**src/design/swa_pkg.sv**
```systemverilog
// shared constants for the sliding window average block
// no dependencies
package swa_pkg;

  localparam int SAMPLE_W       = 16;
  localparam int WL_W           = 7;
  localparam int AVG_W          = 24;
  localparam int FILL_W         = 7;
  localparam int FRAC_W         = 8;
  localparam int MAX_WINDOW_DEF = 64;
  localparam int QUEUE_DEPTH    = 2;

  localparam logic [WL_W-1:0] WL_RESET = 7'd64;

endpackage

```
**src/design/swa_if.sv**
```systemverilog
// handshake channels of the sliding window average block
// depends on swa_pkg
interface swa_cfg_if;
  logic                      valid;
  logic                      ready;
  logic [swa_pkg::WL_W-1:0]  window_length;

  modport source (output valid, output window_length, input ready);
  modport sink   (input valid, input window_length, output ready);
endinterface

interface swa_sample_if;
  logic                               valid;
  logic                               ready;
  logic signed [swa_pkg::SAMPLE_W-1:0] sample;

  modport source (output valid, output sample, input ready);
  modport sink   (input valid, input sample, output ready);
endinterface

interface swa_result_if;
  logic                              valid;
  logic                              ready;
  logic signed [swa_pkg::AVG_W-1:0]  average;
  logic [swa_pkg::FILL_W-1:0]        fill_count;

  modport source (output valid, output average, output fill_count, input ready);
  modport sink   (input valid, input average, input fill_count, output ready);
endinterface

```
**src/design/swa_front.sv**
```systemverilog
// front end: window length register, sample ring, running sum and fill count
// depends on swa_pkg and swa_if
module swa_front #(
  parameter int MAX_WINDOW = swa_pkg::MAX_WINDOW_DEF,
  parameter int CNT_W      = $clog2(MAX_WINDOW + 1),
  parameter int SUM_W      = swa_pkg::SAMPLE_W + CNT_W
) (
  input  logic                    clk_i,
  input  logic                    rst_ni,
  swa_cfg_if.sink                 cfg_i,
  swa_sample_if.sink              sample_i,
  output logic                    push_valid_o,
  input  logic                    push_ready_i,
  output logic signed [SUM_W-1:0] push_sum_o,
  output logic [CNT_W-1:0]        push_cnt_o
);

  localparam int PTR_W = $clog2(MAX_WINDOW);
  localparam int LW    = swa_pkg::WL_W + CNT_W;
  localparam int SW    = swa_pkg::SAMPLE_W;

  typedef enum logic [1:0] {
    F_IDLE   = 2'b01,
    F_UPDATE = 2'b10
  } front_state_e;

  front_state_e state_q, state_d;

  logic [swa_pkg::WL_W-1:0] wl_q;
  logic [PTR_W-1:0]         wp_q;
  logic [CNT_W-1:0]         held_q;
  logic signed [SUM_W-1:0]  sum_q;
  logic                     drop_q;
  logic signed [SW-1:0]     smp_q;
  logic signed [SW-1:0]     rd_data_q;
  logic signed [SW-1:0]     ring_q [MAX_WINDOW];

  logic [LW-1:0]    wl_w, held_w, max_w, eff_len;
  logic [CNT_W:0]   oldest;
  logic [PTR_W-1:0] oldest_idx;
  logic             accept, commit, drop_d;
  logic signed [SUM_W-1:0] sub_term, add_term;

  assign cfg_i.ready    = 1'b1;
  assign sample_i.ready = (state_q == F_IDLE);
  assign accept         = sample_i.valid && sample_i.ready;
  assign push_valid_o   = (state_q == F_UPDATE);
  assign commit         = push_valid_o && push_ready_i;

  // clamp the window length to 1..MAX_WINDOW
  always_comb begin
    wl_w   = {{CNT_W{1'b0}}, wl_q};
    held_w = {{swa_pkg::WL_W{1'b0}}, held_q};
    max_w  = LW'(MAX_WINDOW);
    if (wl_w == '0) begin
      eff_len = LW'(1);
    end else if (wl_w > max_w) begin
      eff_len = max_w;
    end else begin
      eff_len = wl_w;
    end
    drop_d = !(held_w < eff_len);
  end

  // slot of the oldest held sample
  always_comb begin
    if ({{(CNT_W + 1 - PTR_W){1'b0}}, wp_q} >= {1'b0, held_q}) begin
      oldest = {{(CNT_W + 1 - PTR_W){1'b0}}, wp_q} - {1'b0, held_q};
    end else begin
      oldest = {{(CNT_W + 1 - PTR_W){1'b0}}, wp_q} + (CNT_W + 1)'(MAX_WINDOW)
               - {1'b0, held_q};
    end
    oldest_idx = oldest[PTR_W-1:0];
  end

  assign sub_term   = drop_q ? {{(SUM_W - SW){rd_data_q[SW-1]}}, rd_data_q} : '0;
  assign add_term   = {{(SUM_W - SW){smp_q[SW-1]}}, smp_q};
  assign push_sum_o = sum_q - sub_term + add_term;
  assign push_cnt_o = drop_q ? held_q : held_q + CNT_W'(1);

  always_comb begin
    state_d = state_q;
    case (state_q)
      F_IDLE: begin
        if (accept) state_d = F_UPDATE;
      end
      F_UPDATE: begin
        if (commit) state_d = F_IDLE;
      end
      default: state_d = F_IDLE;
    endcase
  end

  always_ff @(posedge clk_i or negedge rst_ni) begin
    if (!rst_ni) begin
      state_q <= F_IDLE;
      wl_q    <= swa_pkg::WL_RESET;
      wp_q    <= '0;
      held_q  <= '0;
      sum_q   <= '0;
    end else begin
      state_q <= state_d;
      if (cfg_i.valid) wl_q <= cfg_i.window_length;
      if (commit) begin
        sum_q  <= push_sum_o;
        held_q <= push_cnt_o;
        wp_q   <= (wp_q == PTR_W'(MAX_WINDOW - 1)) ? '0 : wp_q + PTR_W'(1);
      end
    end
  end

  // ring storage: oldest read at accept, new sample written at commit
  always_ff @(posedge clk_i) begin
    if (accept) begin
      smp_q     <= sample_i.sample;
      drop_q    <= drop_d;
      rd_data_q <= ring_q[oldest_idx];
    end
    if (commit) ring_q[wp_q] <= smp_q;
  end

endmodule

```
**src/design/swa_queue.sv**
```systemverilog
// short fifo between the front end and the divider
// depends on swa_pkg
module swa_queue #(
  parameter int DATA_W = 30
) (
  input  logic              clk_i,
  input  logic              rst_ni,
  input  logic              push_valid_i,
  output logic              push_ready_o,
  input  logic [DATA_W-1:0] push_data_i,
  output logic              pop_valid_o,
  input  logic              pop_ready_i,
  output logic [DATA_W-1:0] pop_data_o
);

  localparam int DEPTH = swa_pkg::QUEUE_DEPTH;
  localparam int QP_W  = $clog2(DEPTH);
  localparam int QC_W  = $clog2(DEPTH + 1);

  logic [DATA_W-1:0] mem_q [DEPTH];
  logic [QP_W-1:0]   wr_ptr_q, rd_ptr_q;
  logic [QC_W-1:0]   count_q;
  logic              push, pop;

  assign push_ready_o = (count_q != QC_W'(DEPTH));
  assign pop_valid_o  = (count_q != '0);
  assign pop_data_o   = mem_q[rd_ptr_q];
  assign push         = push_valid_i && push_ready_o;
  assign pop          = pop_valid_o && pop_ready_i;

  always_ff @(posedge clk_i or negedge rst_ni) begin
    if (!rst_ni) begin
      wr_ptr_q <= '0;
      rd_ptr_q <= '0;
      count_q  <= '0;
    end else begin
      if (push) begin
        wr_ptr_q <= (wr_ptr_q == QP_W'(DEPTH - 1)) ? '0 : wr_ptr_q + QP_W'(1);
      end
      if (pop) begin
        rd_ptr_q <= (rd_ptr_q == QP_W'(DEPTH - 1)) ? '0 : rd_ptr_q + QP_W'(1);
      end
      if (push && !pop) begin
        count_q <= count_q + QC_W'(1);
      end else if (pop && !push) begin
        count_q <= count_q - QC_W'(1);
      end
    end
  end

  always_ff @(posedge clk_i) begin
    if (push) mem_q[wr_ptr_q] <= push_data_i;
  end

endmodule

```
**src/design/swa_divider.sv**
```systemverilog
// back end: restoring divide of sum * 256 by the fill count, one bit a cycle,
// and the result register; depends on swa_pkg and swa_if
module swa_divider #(
  parameter int MAX_WINDOW = swa_pkg::MAX_WINDOW_DEF,
  parameter int CNT_W      = $clog2(MAX_WINDOW + 1),
  parameter int SUM_W      = swa_pkg::SAMPLE_W + CNT_W
) (
  input  logic                    clk_i,
  input  logic                    rst_ni,
  input  logic                    pop_valid_i,
  output logic                    pop_ready_o,
  input  logic signed [SUM_W-1:0] pop_sum_i,
  input  logic [CNT_W-1:0]        pop_cnt_i,
  swa_result_if.source            result_o
);

  localparam int DIVD_W = SUM_W + swa_pkg::FRAC_W;
  localparam int CYC_W  = $clog2(DIVD_W);
  localparam int AW     = swa_pkg::AVG_W;
  localparam int FW     = swa_pkg::FILL_W;

  typedef enum logic [2:0] {
    B_IDLE  = 3'b001,
    B_DIV   = 3'b010,
    B_WRITE = 3'b100
  } back_state_e;

  back_state_e state_q, state_d;

  logic [CYC_W-1:0]  cyc_q;
  logic [DIVD_W-1:0] dq_q;
  logic [CNT_W-1:0]  rem_q, div_q;
  logic              neg_q;
  logic              res_valid_q;
  logic [AW-1:0]     avg_q;
  logic [FW-1:0]     fill_q;

  logic              pop, load_out, last;
  logic [SUM_W-1:0]  mag;
  logic [CNT_W:0]    trial, trial_sub;
  logic              ge;
  logic [DIVD_W-1:0] quot;
  logic [CNT_W+FW-1:0] cnt_wide;

  assign pop_ready_o = (state_q == B_IDLE);
  assign pop         = pop_valid_i && pop_ready_o;
  assign last        = (cyc_q == CYC_W'(DIVD_W - 1));
  assign load_out    = (state_q == B_WRITE) && (!res_valid_q || result_o.ready);

  assign mag = pop_sum_i[SUM_W-1] ? (~pop_sum_i) + SUM_W'(1) : pop_sum_i;

  // one restoring step
  assign trial     = {rem_q, dq_q[DIVD_W-1]};
  assign ge        = (trial >= {1'b0, div_q});
  assign trial_sub = trial - {1'b0, div_q};

  assign quot     = neg_q ? (~dq_q) + DIVD_W'(1) : dq_q;
  assign cnt_wide = {{FW{1'b0}}, div_q};

  assign result_o.valid      = res_valid_q;
  assign result_o.average    = avg_q;
  assign result_o.fill_count = fill_q;

  always_comb begin
    state_d = state_q;
    case (state_q)
      B_IDLE: begin
        if (pop) state_d = B_DIV;
      end
      B_DIV: begin
        if (last) state_d = B_WRITE;
      end
      B_WRITE: begin
        if (load_out) state_d = B_IDLE;
      end
      default: state_d = B_IDLE;
    endcase
  end

  always_ff @(posedge clk_i or negedge rst_ni) begin
    if (!rst_ni) begin
      state_q     <= B_IDLE;
      cyc_q       <= '0;
      res_valid_q <= 1'b0;
    end else begin
      state_q <= state_d;
      if (pop) begin
        cyc_q <= '0;
      end else if (state_q == B_DIV) begin
        cyc_q <= cyc_q + CYC_W'(1);
      end
      if (load_out) begin
        res_valid_q <= 1'b1;
      end else if (result_o.ready) begin
        res_valid_q <= 1'b0;
      end
    end
  end

  always_ff @(posedge clk_i) begin
    if (pop) begin
      dq_q  <= {mag, {swa_pkg::FRAC_W{1'b0}}};
      rem_q <= '0;
      div_q <= pop_cnt_i;
      neg_q <= pop_sum_i[SUM_W-1];
    end else if (state_q == B_DIV) begin
      dq_q  <= {dq_q[DIVD_W-2:0], ge};
      rem_q <= ge ? trial_sub[CNT_W-1:0] : trial[CNT_W-1:0];
    end
    if (load_out) begin
      avg_q  <= quot[AW-1:0];
      fill_q <= cnt_wide[FW-1:0];
    end
  end

endmodule

```
**src/design/sliding_window_average.sv**
```systemverilog
// sliding window average, top level
// depends on swa_pkg, swa_if, swa_front, swa_queue, swa_divider
//
//   port       dir   carries
//   cfg_i      in    window_length, write only, always ready
//   sample_i   in    one signed 16-bit sample per item
//   result_o   out   average (s.8 fixed point) and fill_count per item
//
// the front end reads the ring, then updates the sum; it takes no new sample until the queue takes the item
// the divider works out one quotient bit per cycle and takes no new item until its
// result is written to the result register; it sets the sustained rate
// a 2-entry queue and the result register let either side stall alone
// reset clears counts and the sum; ring contents are only read once written
module sliding_window_average #(
  parameter int MAX_WINDOW = swa_pkg::MAX_WINDOW_DEF
) (
  input  logic          clk_i,
  input  logic          rst_ni,
  swa_cfg_if.sink       cfg_i,
  swa_sample_if.sink    sample_i,
  swa_result_if.source  result_o
);

  localparam int CNT_W = $clog2(MAX_WINDOW + 1);
  localparam int SUM_W = swa_pkg::SAMPLE_W + CNT_W;
  localparam int Q_W   = SUM_W + CNT_W;

  logic                    f_valid, f_ready, d_valid, d_ready;
  logic signed [SUM_W-1:0] f_sum, d_sum;
  logic [CNT_W-1:0]        f_cnt, d_cnt;
  logic [Q_W-1:0]          q_out;

  swa_front #(
    .MAX_WINDOW (MAX_WINDOW),
    .CNT_W      (CNT_W),
    .SUM_W      (SUM_W)
  ) u_front (
    .clk_i        (clk_i),
    .rst_ni       (rst_ni),
    .cfg_i        (cfg_i),
    .sample_i     (sample_i),
    .push_valid_o (f_valid),
    .push_ready_i (f_ready),
    .push_sum_o   (f_sum),
    .push_cnt_o   (f_cnt)
  );

  swa_queue #(
    .DATA_W (Q_W)
  ) u_queue (
    .clk_i        (clk_i),
    .rst_ni       (rst_ni),
    .push_valid_i (f_valid),
    .push_ready_o (f_ready),
    .push_data_i  ({f_sum, f_cnt}),
    .pop_valid_o  (d_valid),
    .pop_ready_i  (d_ready),
    .pop_data_o   (q_out)
  );

  assign d_sum = q_out[Q_W-1:CNT_W];
  assign d_cnt = q_out[CNT_W-1:0];

  swa_divider #(
    .MAX_WINDOW (MAX_WINDOW),
    .CNT_W      (CNT_W),
    .SUM_W      (SUM_W)
  ) u_divider (
    .clk_i       (clk_i),
    .rst_ni      (rst_ni),
    .pop_valid_i (d_valid),
    .pop_ready_o (d_ready),
    .pop_sum_i   (d_sum),
    .pop_cnt_i   (d_cnt),
    .result_o    (result_o)
  );

endmodule

```
**src/flat_wrapper.sv**
```systemverilog
// flat-port wrapper written by rule: the top's interface ports become plain ports
module sliding_window_average_flat 
#(
  parameter int MAX_WINDOW = swa_pkg::MAX_WINDOW_DEF
)
  (clk_i, rst_ni, cfg_i_valid, cfg_i_window_length, cfg_i_ready, sample_i_valid, sample_i_sample, sample_i_ready, result_o_valid, result_o_average, result_o_fill_count, result_o_ready);
  swa_cfg_if cfg_i_i ();
  swa_sample_if sample_i_i ();
  swa_result_if result_o_i ();
  input  logic clk_i;
  input  logic rst_ni;
  input wire logic [$bits(cfg_i_i.valid)-1:0] cfg_i_valid;
  input wire logic [$bits(cfg_i_i.window_length)-1:0] cfg_i_window_length;
  output wire logic [$bits(cfg_i_i.ready)-1:0] cfg_i_ready;
  input wire logic [$bits(sample_i_i.valid)-1:0] sample_i_valid;
  input wire logic [$bits(sample_i_i.sample)-1:0] sample_i_sample;
  output wire logic [$bits(sample_i_i.ready)-1:0] sample_i_ready;
  output wire logic [$bits(result_o_i.valid)-1:0] result_o_valid;
  output wire logic [$bits(result_o_i.average)-1:0] result_o_average;
  output wire logic [$bits(result_o_i.fill_count)-1:0] result_o_fill_count;
  input wire logic [$bits(result_o_i.ready)-1:0] result_o_ready;
  assign cfg_i_i.valid = cfg_i_valid;
  assign cfg_i_i.window_length = cfg_i_window_length;
  assign cfg_i_ready = cfg_i_i.ready;
  assign sample_i_i.valid = sample_i_valid;
  assign sample_i_i.sample = sample_i_sample;
  assign sample_i_ready = sample_i_i.ready;
  assign result_o_valid = result_o_i.valid;
  assign result_o_average = result_o_i.average;
  assign result_o_fill_count = result_o_i.fill_count;
  assign result_o_i.ready = result_o_ready;
  sliding_window_average #(.MAX_WINDOW(MAX_WINDOW)) u_core (.clk_i(clk_i), .rst_ni(rst_ni), .cfg_i(cfg_i_i), .sample_i(sample_i_i), .result_o(result_o_i));
endmodule
```
**config.mk**
```make
export PLATFORM = sky130hd
export DESIGN_NAME = sliding_window_average_flat
export DESIGN_NICKNAME = d
export VERILOG_FILES = /design/src/design/swa_pkg.sv /design/src/design/swa_if.sv /design/src/design/swa_front.sv /design/src/design/swa_queue.sv /design/src/design/swa_divider.sv /design/src/design/sliding_window_average.sv /design/src/flat_wrapper.sv
export SDC_FILE = /design/constraint.sdc
export NUM_CORES = 1
export LEC_CHECK = 0
export BUFFER_PORTS_ARGS = -buffer_cell sky130_fd_sc_hd__clkbuf_2
export CAP_MARGIN = 0
export CORE_MARGIN = 2
export CORE_UTILIZATION = 50
export CTS_CLUSTER_SIZE = 30
export DETAILED_ROUTE_END_ITERATION = 10
export PLACE_DENSITY_LB_ADDON = 0.05
export SLEW_MARGIN = 20
export SYNTH_ARGS = -nofsm -noshare
export SYNTH_HDL_FRONTEND = slang
export SYNTH_SLANG_ARGS = --single-unit
export TNS_END_PERCENT = 20
```
**constraint.sdc**
```tcl
create_clock -name clk_i -period 5.1 [get_ports clk_i]
set_input_delay 0.765 -clock clk_i [delete_from_list [all_inputs] [get_ports clk_i]]
set_output_delay 0.765 -clock clk_i [all_outputs]
set_load 0.01 [all_outputs]
```
Word-level counts from Yosys, hierarchy flattened
Memories as Yosys holds them, arrays and structs flattened. A register that Yosys moved wholly into a read port is not among the register bits.
Cells that the tools add are included.
{"block": "word_totals", "reg_bits": 152, "mem_bits_rw": 1084, "inputBits": 28, "output_inout_bits": 34, "elab_cells": 102, "mem_count": 2}
{"name": "u_core.u_front.ring_q", "words": 64, "width": 16, "read_ports": 1, "rd_ports_with_merged_regs": 1, "write_ports": 1, "line": "swa_front.sv:36", "source": "logic signed [SW-1:0] ring_q [MAX_WINDOW];"}
{"name": "u_core.u_queue.mem_q", "words": 2, "width": 30, "read_ports": 1, "rd_ports_with_merged_regs": 0, "write_ports": 1, "line": "swa_queue.sv:20", "source": "logic [DATA_W-1:0] mem_q [DEPTH];"}
{"block": "classes", "add_sub_neg": 15, "order_cmp": 4, "eq_ne": 13, "muxes": 28, "bitwise": 2, "reduce_logical": 18}
{"op": "$mux 31", "n": 2}
{"op": "$mux 23", "n": 2}
{"op": "$add 24x1->24 const B", "n": 1}
{"op": "$mux 24", "n": 1}
{"op": "$not 24->24", "n": 1}
{"op": "$add 23x16->23", "n": 1}
{"op": "$add 23x2->23 const B", "n": 1}
{"op": "$not 23->23", "n": 1}
{"op": "$sub 23x23->23", "n": 1}
{"op": "$mux 7", "n": 3}
{"op": "$lt 7x14->1", "n": 1}
{"op": "$mux 14", "n": 1}
{"op": "$add 6x1->6 const B", "n": 2}
{"op": "$mux 6", "n": 2}
{"op": "$sub 6x6->6", "n": 2}
{"op": "$mux 5", "n": 2}
{"op": "$mux 3", "n": 3}
{"op": "$pmux 3 s3", "n": 1}
{"op": "$ge 8x7->1", "n": 1}
{"op": "$mux 2", "n": 4}
{"op": "$ne 2x2->1 const B", "n": 4}
{"op": "$reduce_bool 2->1", "n": 4}
{"op": "$add 7x1->7 const B", "n": 1}
{"op": "$ge 6x7->1", "n": 1}
{"op": "other kinds (22)", "n": 37}

Logic depth before layout (Yosys ltp)
Gate-level depths: netlist of the first run.
{"block": "logic_depth", "depth_word": 6, "depth_mapped": 15, "mapped_depth_nobuf": 13}

Modules after synthesis
Synthesis of the first run repeated with hierarchy kept, for this count alone.
{"block": "hier_totals", "hier_cells": 2605, "hier_area_um2": 51231.6}
{"module": "swa_front", "n_inst": 1, "cells_per_inst": 2079, "area_per_inst_um2": 44365.0, "seq_area_each_um2": 32869.0}
{"module": "swa_divider", "n_inst": 1, "cells_per_inst": 415, "area_per_inst_um2": 4481.8, "seq_area_each_um2": 2388.5}
{"module": "swa_queue", "n_inst": 1, "cells_per_inst": 111, "area_per_inst_um2": 2384.8, "seq_area_each_um2": 1901.8}

Least setup slack after synthesis of the first run
No wires, ideal clock.
{"block": "synth_timing", "path_type": "reg-to-reg", "start": "reg u_core.u_front.smp_q[15]", "end": "mem u_core.u_queue.mem_q[0][29], data pin", "setup_time_ps": 262, "t_arrival_ps": 3828, "required_ps": 4838, "slack_ps": 1010, "stages_incl_launch_ff": 11, "path_buffers": 0, "period_less_slack_ps": 4090, "cell_sequence": "edfxtp_1 > inv_1 > fa_1 > inv_1 > ha_1 > a2111oi_0 > o21ai_0 > a311oi_1 > o31ai_1 > xor2_1 > xnor2_1"}
{"block": "synth_between", "elab_chain_len": 1}
{"element": "from (decl)", "line": "swa_front.sv:34", "source": "logic signed [SW-1:0] smp_q;"}
{"element": "from (signal assigned)", "line": "swa_front.sv:115", "source": "smp_q <= sample_i.sample;"}
{"element": "$add 23x16->23", "line": "swa_front.sv:78", "source": "assign push_sum_o = sum_q - sub_term + add_term;"}
{"element": "via u_core.f_sum[22]", "line": "sliding_window_average.sv:29", "source": "logic signed [SUM_W-1:0] f_sum, d_sum;"}
{"element": "to (decl)", "line": "swa_queue.sv:20"}
The timed path passes the listed nets, and every way through them passes these cells.

Worst setup path in the final report of the first run
{"block": "layout_timing", "start": "reg u_core.u_front.wp_q[0]", "end": "reg u_core.u_front.rd_data_q[3] (read register of u_core.u_front.ring_q), data pin"}
{"block": "layout_between", "elab_chain_len": 3, "word_cells_on_any_way": 5, "classes_between": "add/sub: 3; order compare: 1; mux: 1"}
{"element": "from (decl)", "line": "swa_front.sv:30", "source": "logic [PTR_W-1:0] wp_q;"}
{"element": "from (signal assigned)", "line": "swa_front.sv:107", "source": "wp_q <= (wp_q == PTR_W'(MAX_WINDOW - 1)) ? '0 : wp_q + PTR_W'(1);"}
{"element": "$add 6x1->6", "line": "swa_front.sv:70", "source": "oldest = {{(CNT_W + 1 - PTR_W){1'b0}}, wp_q} + (CNT_W + 1)'(MAX_WINDOW)"}
{"element": "$sub 6x6->6", "line": "swa_front.sv:71", "source": "- {1'b0, held_q};"}
{"element": "$mux 6 (*)", "line": "swa_front.sv:67", "source": "if ({{(CNT_W + 1 - PTR_W){1'b0}}, wp_q} >= {1'b0, held_q}) begin"}
{"element": "to (decl)", "line": "swa_front.sv:35", "source": "logic signed [SW-1:0] rd_data_q;"}
Every way passes the cells marked *; elsewhere a longest branch is shown, timed or not.
A chain may end at the register's enable or synchronous reset.

==> results of run 1 <==
## worst paths after layout
check	from	end	slack (ps)	cells after the start
max	u_core.u_front.wp_q[0]	u_core.u_front.rd_data_q[3]	570	10
min	rst_ni	u_core.u_queue.rd_ptr_q	70	1
max reg2reg	u_core.u_front.wp_q[0]	u_core.u_front.rd_data_q[3]	570	10
min reg2reg	u_core.u_divider.rem_q[6]	u_core.u_divider.rem_q[6]	470	2
max in group asynchronous	rst_ni	u_core.u_front.state_q[0]	4040	2
min in group clk_i	sample_i_sample[13]	u_core.u_front.smp_q[13]	210	1
## area by class of cell
class                           count  area [µm²]
Clock inverter                     72         612
Multi-Input combinational cell   1117       13000
Antenna cell                        1        2.50
Timing Repair Buffer              194        1460
Fill cell                        7621       43400
Tap cell                         1368        1710
Clock buffer                      176        3650
Sequential cell                  1252       37200
Inverter                          111         417
## kinds of logic (layout without fill, tap and decap cells)
group,Yosys count,after routing,share of synthesized area
other,1,2,0.0000736
XOR/XNOR,97,97,0.0167
multiplexers,423,423,0.162
adder cells (fa/ha/maj),72,72,0.0212
AND/OR/NAND/NOR,337,337,0.0314
buffers and inverters,224,553,0.0166
flip-flops,1252,1252,0.729
AO/OA/AOI/OAI,187,187,0.0224
## worst register-to-register path: stages, from the launching register on
cell and delay, ps:
dfrtp_1 440, inv_1 210, ha_4 160, inv_1 60, fa_4 1160, buf_12 390
buf_4 450, mux4_2 380, mux4_2 470, mux2i_1 410, mux2i_1 140
## cells in the final DEF (no fill, tap or decap), drive strengths merged, types with 30 or more instances in the layout
master	count
o21ai	74
mux4	320
edfxtp	1179
mux2	30
nor2	109
clkbuf	235
clkinv	54
xor2	35
ha	48
a21oi	43
xnor2	62
inv	118
buf	135
nand2	96
mux2i	73
dfrtp	55
## power by group through the flow
stage | clock (mW) | combinational (mW) | sequential (mW)
after global routing | 9.99 | 21.7 | 13.2
after global placement | 0 | 20.4 | 13.3
after detailed placement | 0 | 20.6 | 13.3
final | 9.42 | 20.3 | 13.1
after CTS | 9.59 | 20.6 | 13.1
after floorplan | 0 | 13.5 | 13.2
## metrics by stage
stage	utilization	worst slack, ps	total power [mW]	instances	instance area [µm²]
4_1_cts	0.572	468	43.3	4290	58000
3_5_place_dp	0.530	505	33.9	4042	53800
6_report	0.572	567	42.8	4291	58000
2_1_floorplan	-	1010	26.7	2593	51000
5_1_grt	0.572	372	44.9	4291	58000
3_3_place_gp	0.530	540	33.7	4042	53800
## layer usage
metal,share of wire,wire [µm],vias to the layer above,track usage
li1,-,-,10844,-
met5,0,0,-,0
met4,0.023,2890,0,0.0700
met2,0.49,60700,852,0.392
met1,0.43,52900,13537,0.346
met3,0.059,7290,171,0.0404
## flip-flops by register name, summed over array words and instances (netlist names), 2 cells and up
| register | flops |
|---|---|
| u_core.u_divider.div_q | 7 |
| u_core.u_divider.result_o.average | 24 |
| u_core.u_divider.dq_q | 31 |
| u_core.u_divider.state_q | 3 |
| u_core.u_front.wl_q | 7 |
| u_core.u_front.smp_q | 16 |
| u_core.u_divider.result_o.fill_count | 7 |
| u_core.u_queue.mem_q | 60 |
| u_core.u_front.rd_data_q | 16 |
| u_core.u_divider.cyc_q | 5 |
| u_core.u_front.sum_q | 23 |
| u_core.u_queue.count_q | 2 |
| u_core.u_front.state_q | 2 |
| u_core.u_divider.rem_q | 7 |
| u_core.u_front.ring_q | 1024 |
| u_core.u_front.held_q | 7 |
| u_core.u_front.wp_q | 6 |
==> metrics.md, run 1 <==
| Metric | Value |
|---|---|
| CTS Buf Count | 134 |
| Post-synthesis sequential area ratio | 0.729 |
| Gpl congestion | 0.890 |
| IO Count | just over 60 |
| Pre-antenna DRT Iters | 6 |
| Syn Area/Cell | 19.7 µm² |
| Top cell type by total area after synthesis | edfxtp_1 |
| Routed len/inst | roughly 29 µm |
| Clock period minus worst slack | about 4500 ps |
| Worst Path Class, Setup | reg -> reg |
| Via count | between 20000 and 30000 |
| Vias in the first global route | roughly 26000 |
| Setup Buffers After CTS | 0 |
| Final global-route overflow total | 0 |
| Reg power frac | 0.306 |
| Layout cell share with drive strength beyond 1 | 0.263 |
| RSZ-0062 raised after global routing | false |
| Synth top area share | 0.695 |
| CP arrival | roughly 5000 ps |
| Layout area overhead | 13.9% |
| Sw Share | 0.361 |
| Core Region | slightly above 0.1 mm² |
| Setup TNS | 0 ps |
| Crit-path max FO | 57 |
| Combinational Power Share | 0.474 |
| Initial Util | 0.502 |
| Clk buf depth | 3 |
| Hold Worst Slack | about 69 ps |
| Worst vdd ir | 0.478 mV |
| Cts repair resizes | 0 |
| Slowest cell on crit path | fa_4 |
| Root buffer cell | clkbuf_16 |
| PD cells | roughly 740 mW/mm² |
| CTS tree | yes |
| Num rows | about 120 |
| Max incr delay on CP | approximately 1200 ps |
| Post-Syn Instances | ~2600 |
| Int Power | roughly 27 mW |
| Yosys cell types | 66 |
| Setup crit start kind | flip-flop |
| Switch Pwr | between 15 and 20 mW |
| Most used DFF post-synth | edfxtp_1 |
| Worst min path class | in -> async |
| CTS clk-pin slew, worst paths | roughly 60 ps |
| Run status | completed |
| Buffers & Inverters on Critical Path | 4 |
| Worst rel slew slack | 0.359 |
| Leak | 19.5 nW |
| DR DRC count | 0 |
| Max Cap Viol | 0 |
| Req. time, crit path | about 5600 ps |
| Period utilization | 0.889 |
| CP delay by family, top | multiplexers |
| Die span in y | ~320 µm |
| Mapped cell area | approximately 0.051 mm² |
| Die area | ~0.10 mm² |
| Die width | around 320 µm |
| Hold Buf Count CTS | 0 |
| Max Freq | 0.221 GHz |
| Clock power frac | 0.220 |
| Crit-path cells | inv_1 > ha_4 > inv_1 > fa_4 > buf_12 > buf_4 > mux4_2 > mux4_2 > mux2i_1 > mux2i_1 |
| Final #Nets | approximately 2900 |
| 1st-iter DRT viols | between 2000 and 3000 |
| Post-route ant nets | 0 |
| EDFF count, synth | roughly 1200 |
| Endpoint class of the critical path | flip-flop |
| Slew @ Worst Pin | 958 ps |
| Port-buffer cells | 60 |
| Asr flop ratio synth | 0.0463 |
| Commonest cells post-synth | edfxtp_1 (1179), mux4_2 (320), inv_1 (109), nor2_1 (109), nand2_1 (96) |
| Detailed placer's ending HPWL | approximately 73000 µm |
| Largest cells by area after synthesis | edfxtp_1 (69%), mux4_2 (14%), dfrtp_1 (2.7%) |
| Htree depth | 4 |
| Initial antenna violation count | 4 |
| Final WL | around 120000 µm |
| Hold Vio Cnt, Final | 0 |
| YS warnings | 0 |
| Synthesized flop and latch total | between 1000 and 1500 |
| First-pass GRT wire length | around 180000 µm |
| Top-count cell post-synth | edfxtp_1 |
| Final setup viols | 0 |
| Largest net degree at the start of global routing | 66 |
| Worst Skew | 17.7 ps |
| Syn nets | about 2700 |
| Overall Global Routing Usage | 0.243 |
| Slew Limit Fails | 0 |
| Clock Latency Late Sink | around 730 ps |
| Clk sinks | roughly 1300 |
| Vias per cell | slightly below 6 |
Note: power is estimated with default switching activity, not from simulation.
==> run 2: changes to the inputs <==
--- a/config.mk
+++ b/config.mk
@@ -9,6 +9,7 @@
 export CAP_MARGIN = 0
 export CORE_MARGIN = 2
 export CORE_UTILIZATION = 50
+export CTS_BUF_LIST = sky130_fd_sc_hd__clkbuf_16
 export CTS_CLUSTER_SIZE = 30
 export DETAILED_ROUTE_END_ITERATION = 10
 export PLACE_DENSITY_LB_ADDON = 0.05
==> run 2 against run 1 <==
Critical path depth stayed put. Sequential power hardly changed. Clock skew is 5.0 ps higher. Clock-buffer cell count is 37 lower. Via count is 0.18% higher. Clock power is 1% lower. Total power is 0.33% lower. Die area stayed put. Register-to-register slack worse by 20 ps. First-iteration DRC count is 1.6% higher. Worst hold slack better by 9.8 ps. Cell area hardly changed. Critical path type unchanged. Largest power group unchanged. Highest routed layer unchanged.
==> metrics.md, run 2 (same netlist as run 1, synthesis figures left out) <==
| Metric | Value |
|---|---|
| Placed Area | 0.0538 mm² (unchanged) |
| Largest register FFs | 1024 (unchanged) |
| CTS Buf Count | 134 (unchanged) |
| CTS tree | yes (unchanged) |
| Period utilization | 0.893 (was 0.889) |
| Initial Util | 0.502 (unchanged) |
| Final global-route overflow total | 0 (unchanged) |
| Setup Buffers After CTS | 0 (unchanged) |
| Run status | completed (unchanged) |
| Final core utilization | 0.572 (about the same) |
| RSZ-0062 raised after global routing | false (unchanged) |
| Final WL | 124000 µm (about the same) |
| First-pass GRT wire length | 180000 µm (about the same) |
| Initial antenna violation count | 5 (was 4) |
| Crit-path max FO | 57 (unchanged) |
| Clock Latency Late Sink | 730 ps (about the same) |
| Overall Global Routing Usage | 0.243 (about the same) |
| Clock period minus worst slack | 4550 ps (was 4530 ps) |
| Post-route ant nets | 0 (unchanged) |
| Worst rel slew slack | 0.364 (was 0.359) |
| Cts repair resizes | 0 (unchanged) |
| Slew @ Worst Pin | 951 ps (was 958 ps) |
| Dpl cells | 4042 (unchanged) |
| Leak | 19.6 nW (was 19.5 nW) |
| IO Count | 62 (unchanged) |
| Post-Layout Inst Area | 0.0580 mm² (about the same) |
| Clk sinks | 1252 (unchanged) |
| Die span in y | 323 µm (unchanged) |
| Detailed placer's ending HPWL | 73200 µm (unchanged) |
| Via count | 25450 (was 25404) |
| Total power | 42.7 mW (was 42.8 mW) |
| CTS clk-pin slew, worst paths | 60 ps (about the same) |
| Clk buf depth | 3 (unchanged) |
| Htree depth | 4 (unchanged) |
| Most common cell after layout, fill and taps aside | edfxtp_1 (unchanged) |
| Regs by FF count | u_core.u_front.ring_q x1024, u_core.u_queue.mem_q x60, u_core.u_divider.dq_q x31 (unchanged) |
| Final setup viols | 0 (unchanged) |
| Worst vdd ir | 0.481 mV (was 0.478 mV) |
| Pre-antenna DRT Iters | 6 (unchanged) |
| Port-buffer cells | 60 (unchanged) |
| Register-to-register setup slack | 550 ps (was 570 ps) |
| Worst r2r src | u_core.u_front.wp_q[0] (unchanged) |
| Vias in the first global route | 26061 (was 26044) |
| Layout cell share with drive strength beyond 1 | 0.262 (was 0.263) |
| Die area | 0.104 mm² (unchanged) |
| Gpl congestion | 0.890 (unchanged) |
| Max Freq | 0.220 GHz (was 0.221 GHz) |
| Worst Path Class, Setup | reg -> reg (unchanged) |
| Max Cap Viol | 0 (unchanged) |
| Largest net degree at the start of global routing | 66 (unchanged) |
| Finished Layout Cells | 4291 (unchanged) |
| PD cells | 736 mW/mm² (was 738 mW/mm²) |
| Layout area overhead | 13.9% (about the same) |
| Final #Nets | 2910 (unchanged) |
| Setup TNS | 0 ps (unchanged) |
| CP arrival | 5000 ps (was 4990 ps) |
| DR DRC count | 0 (unchanged) |
| Core Region | 0.101 mm² (unchanged) |
| Hold Vio Cnt, Final | 0 (unchanged) |
| Worst Skew | 22.7 ps (was 17.7 ps) |
| Most flops, register | u_core.u_front.ring_q (unchanged) |
| Worst reg2reg endpoint | u_core.u_front.rd_data_q[3] (unchanged) |
| Routed len/inst | 28.8 µm (was 28.9 µm) |
| Req. time, crit path | 5550 ps (about the same) |
| Root buffer cell | clkbuf_16 (unchanged) |
| Most frequent cells in the layout | edfxtp_1 (1179), mux4_2 (320), inv_1 (143) (was edfxtp_1 (1179), mux4_2 (320), clkbuf_16 (139)) |
| Worst min path class | in -> async (unchanged) |
| Hold Buf Count CTS | 0 (unchanged) |
| Vias per cell | 5.93 (was 5.92) |
| Num rows | 117 (unchanged) |
| Endpoint class of the critical path | flip-flop (unchanged) |
| Die width | 323 µm (unchanged) |
| Setup crit start kind | flip-flop (unchanged) |
| Slew Limit Fails | 0 (unchanged) |
| 1st-iter DRT viols | 2735 (was 2692) |
| Cells on worst reg2reg path | 10 (unchanged) |
[run 2: changes by cell type in the layout (fill, tap and decap cells not counted)]
cell      delta
clkbuf_1    -34
clkinv_1     +3
clkbuf_8     -3
inv_1       +34
[run 2: area by class of cell]
class                           count  area [µm²]
Clock inverter                    109         751
Tap cell                         1368        1710
Inverter                          111         417
Sequential cell                  1252       37200
Timing Repair Buffer              194        1460
Multi-Input combinational cell   1117       13000
Clock buffer                      139        3480
Antenna cell                        1        2.50
Fill cell                        7629       43400
[run 2: how the worst max path moves through the flow]
stage | start | to | depth (start not counted)
floorplan | u_core.u_front.smp_q[15] | u_core.u_queue.mem_q[0][29] | 10
global placement | u_core.u_front.wp_q[0] | u_core.u_front.rd_data_q[14] | 10
detailed placement | u_core.u_front.wp_q[0] | u_core.u_front.rd_data_q[14] | 10
CTS | u_core.u_front.wp_q[0] | u_core.u_front.rd_data_q[14] | 10
global route | u_core.u_front.wp_q[0] | u_core.u_front.rd_data_q[14] | 10
finish | u_core.u_front.wp_q[0] | u_core.u_front.rd_data_q[3] | 10
[run 2: report_power, final]
| part | internal, mW | switching (mW) | total (mW) | leakage (nW) |
|---|---|---|---|---|
| registers | 12.6 | 0.457 | 13.1 | 11.5 |
| clock network | 5.39 | 3.91 | 9.30 | 2.21 |
| logic | 9.22 | 11.1 | 20.3 | 5.89 |
[run 2: per-stage QoR]
| step | worst slack, ps | hold slack (ps) |
|---|---|---|
| detailed placement | 505 | 457 |
| global placement | 540 | 444 |
| CTS | 471 | 47.6 |
| floorplan | 1010 | 426 |
| finish | 545 | 78.5 |
| global route | 372 | 83.6 |
[run 2: worst max-delay path, stage by stage (launching register included)]
cell and delay [ps]:
dfrtp_1 440, inv_1 210, ha_4 160, inv_1 60
fa_4 1150, buf_12 380, buf_4 380, mux4_2 360
mux4_2 470, mux2i_1 420, mux2i_1 150
[run 2: layer usage]
metal | global-route usage | vias up | share of wire | routed length [µm]
met3 | 0.0395 | 163 | 0.061 | 7480
met1 | 0.347 | 13587 | 0.42 | 52500
met4 | 0.0698 | 0 | 0.023 | 2810
met2 | 0.392 | 864 | 0.49 | 60800
met5 | 0 | - | 0 | 0
li1 | - | 10836 | - | -
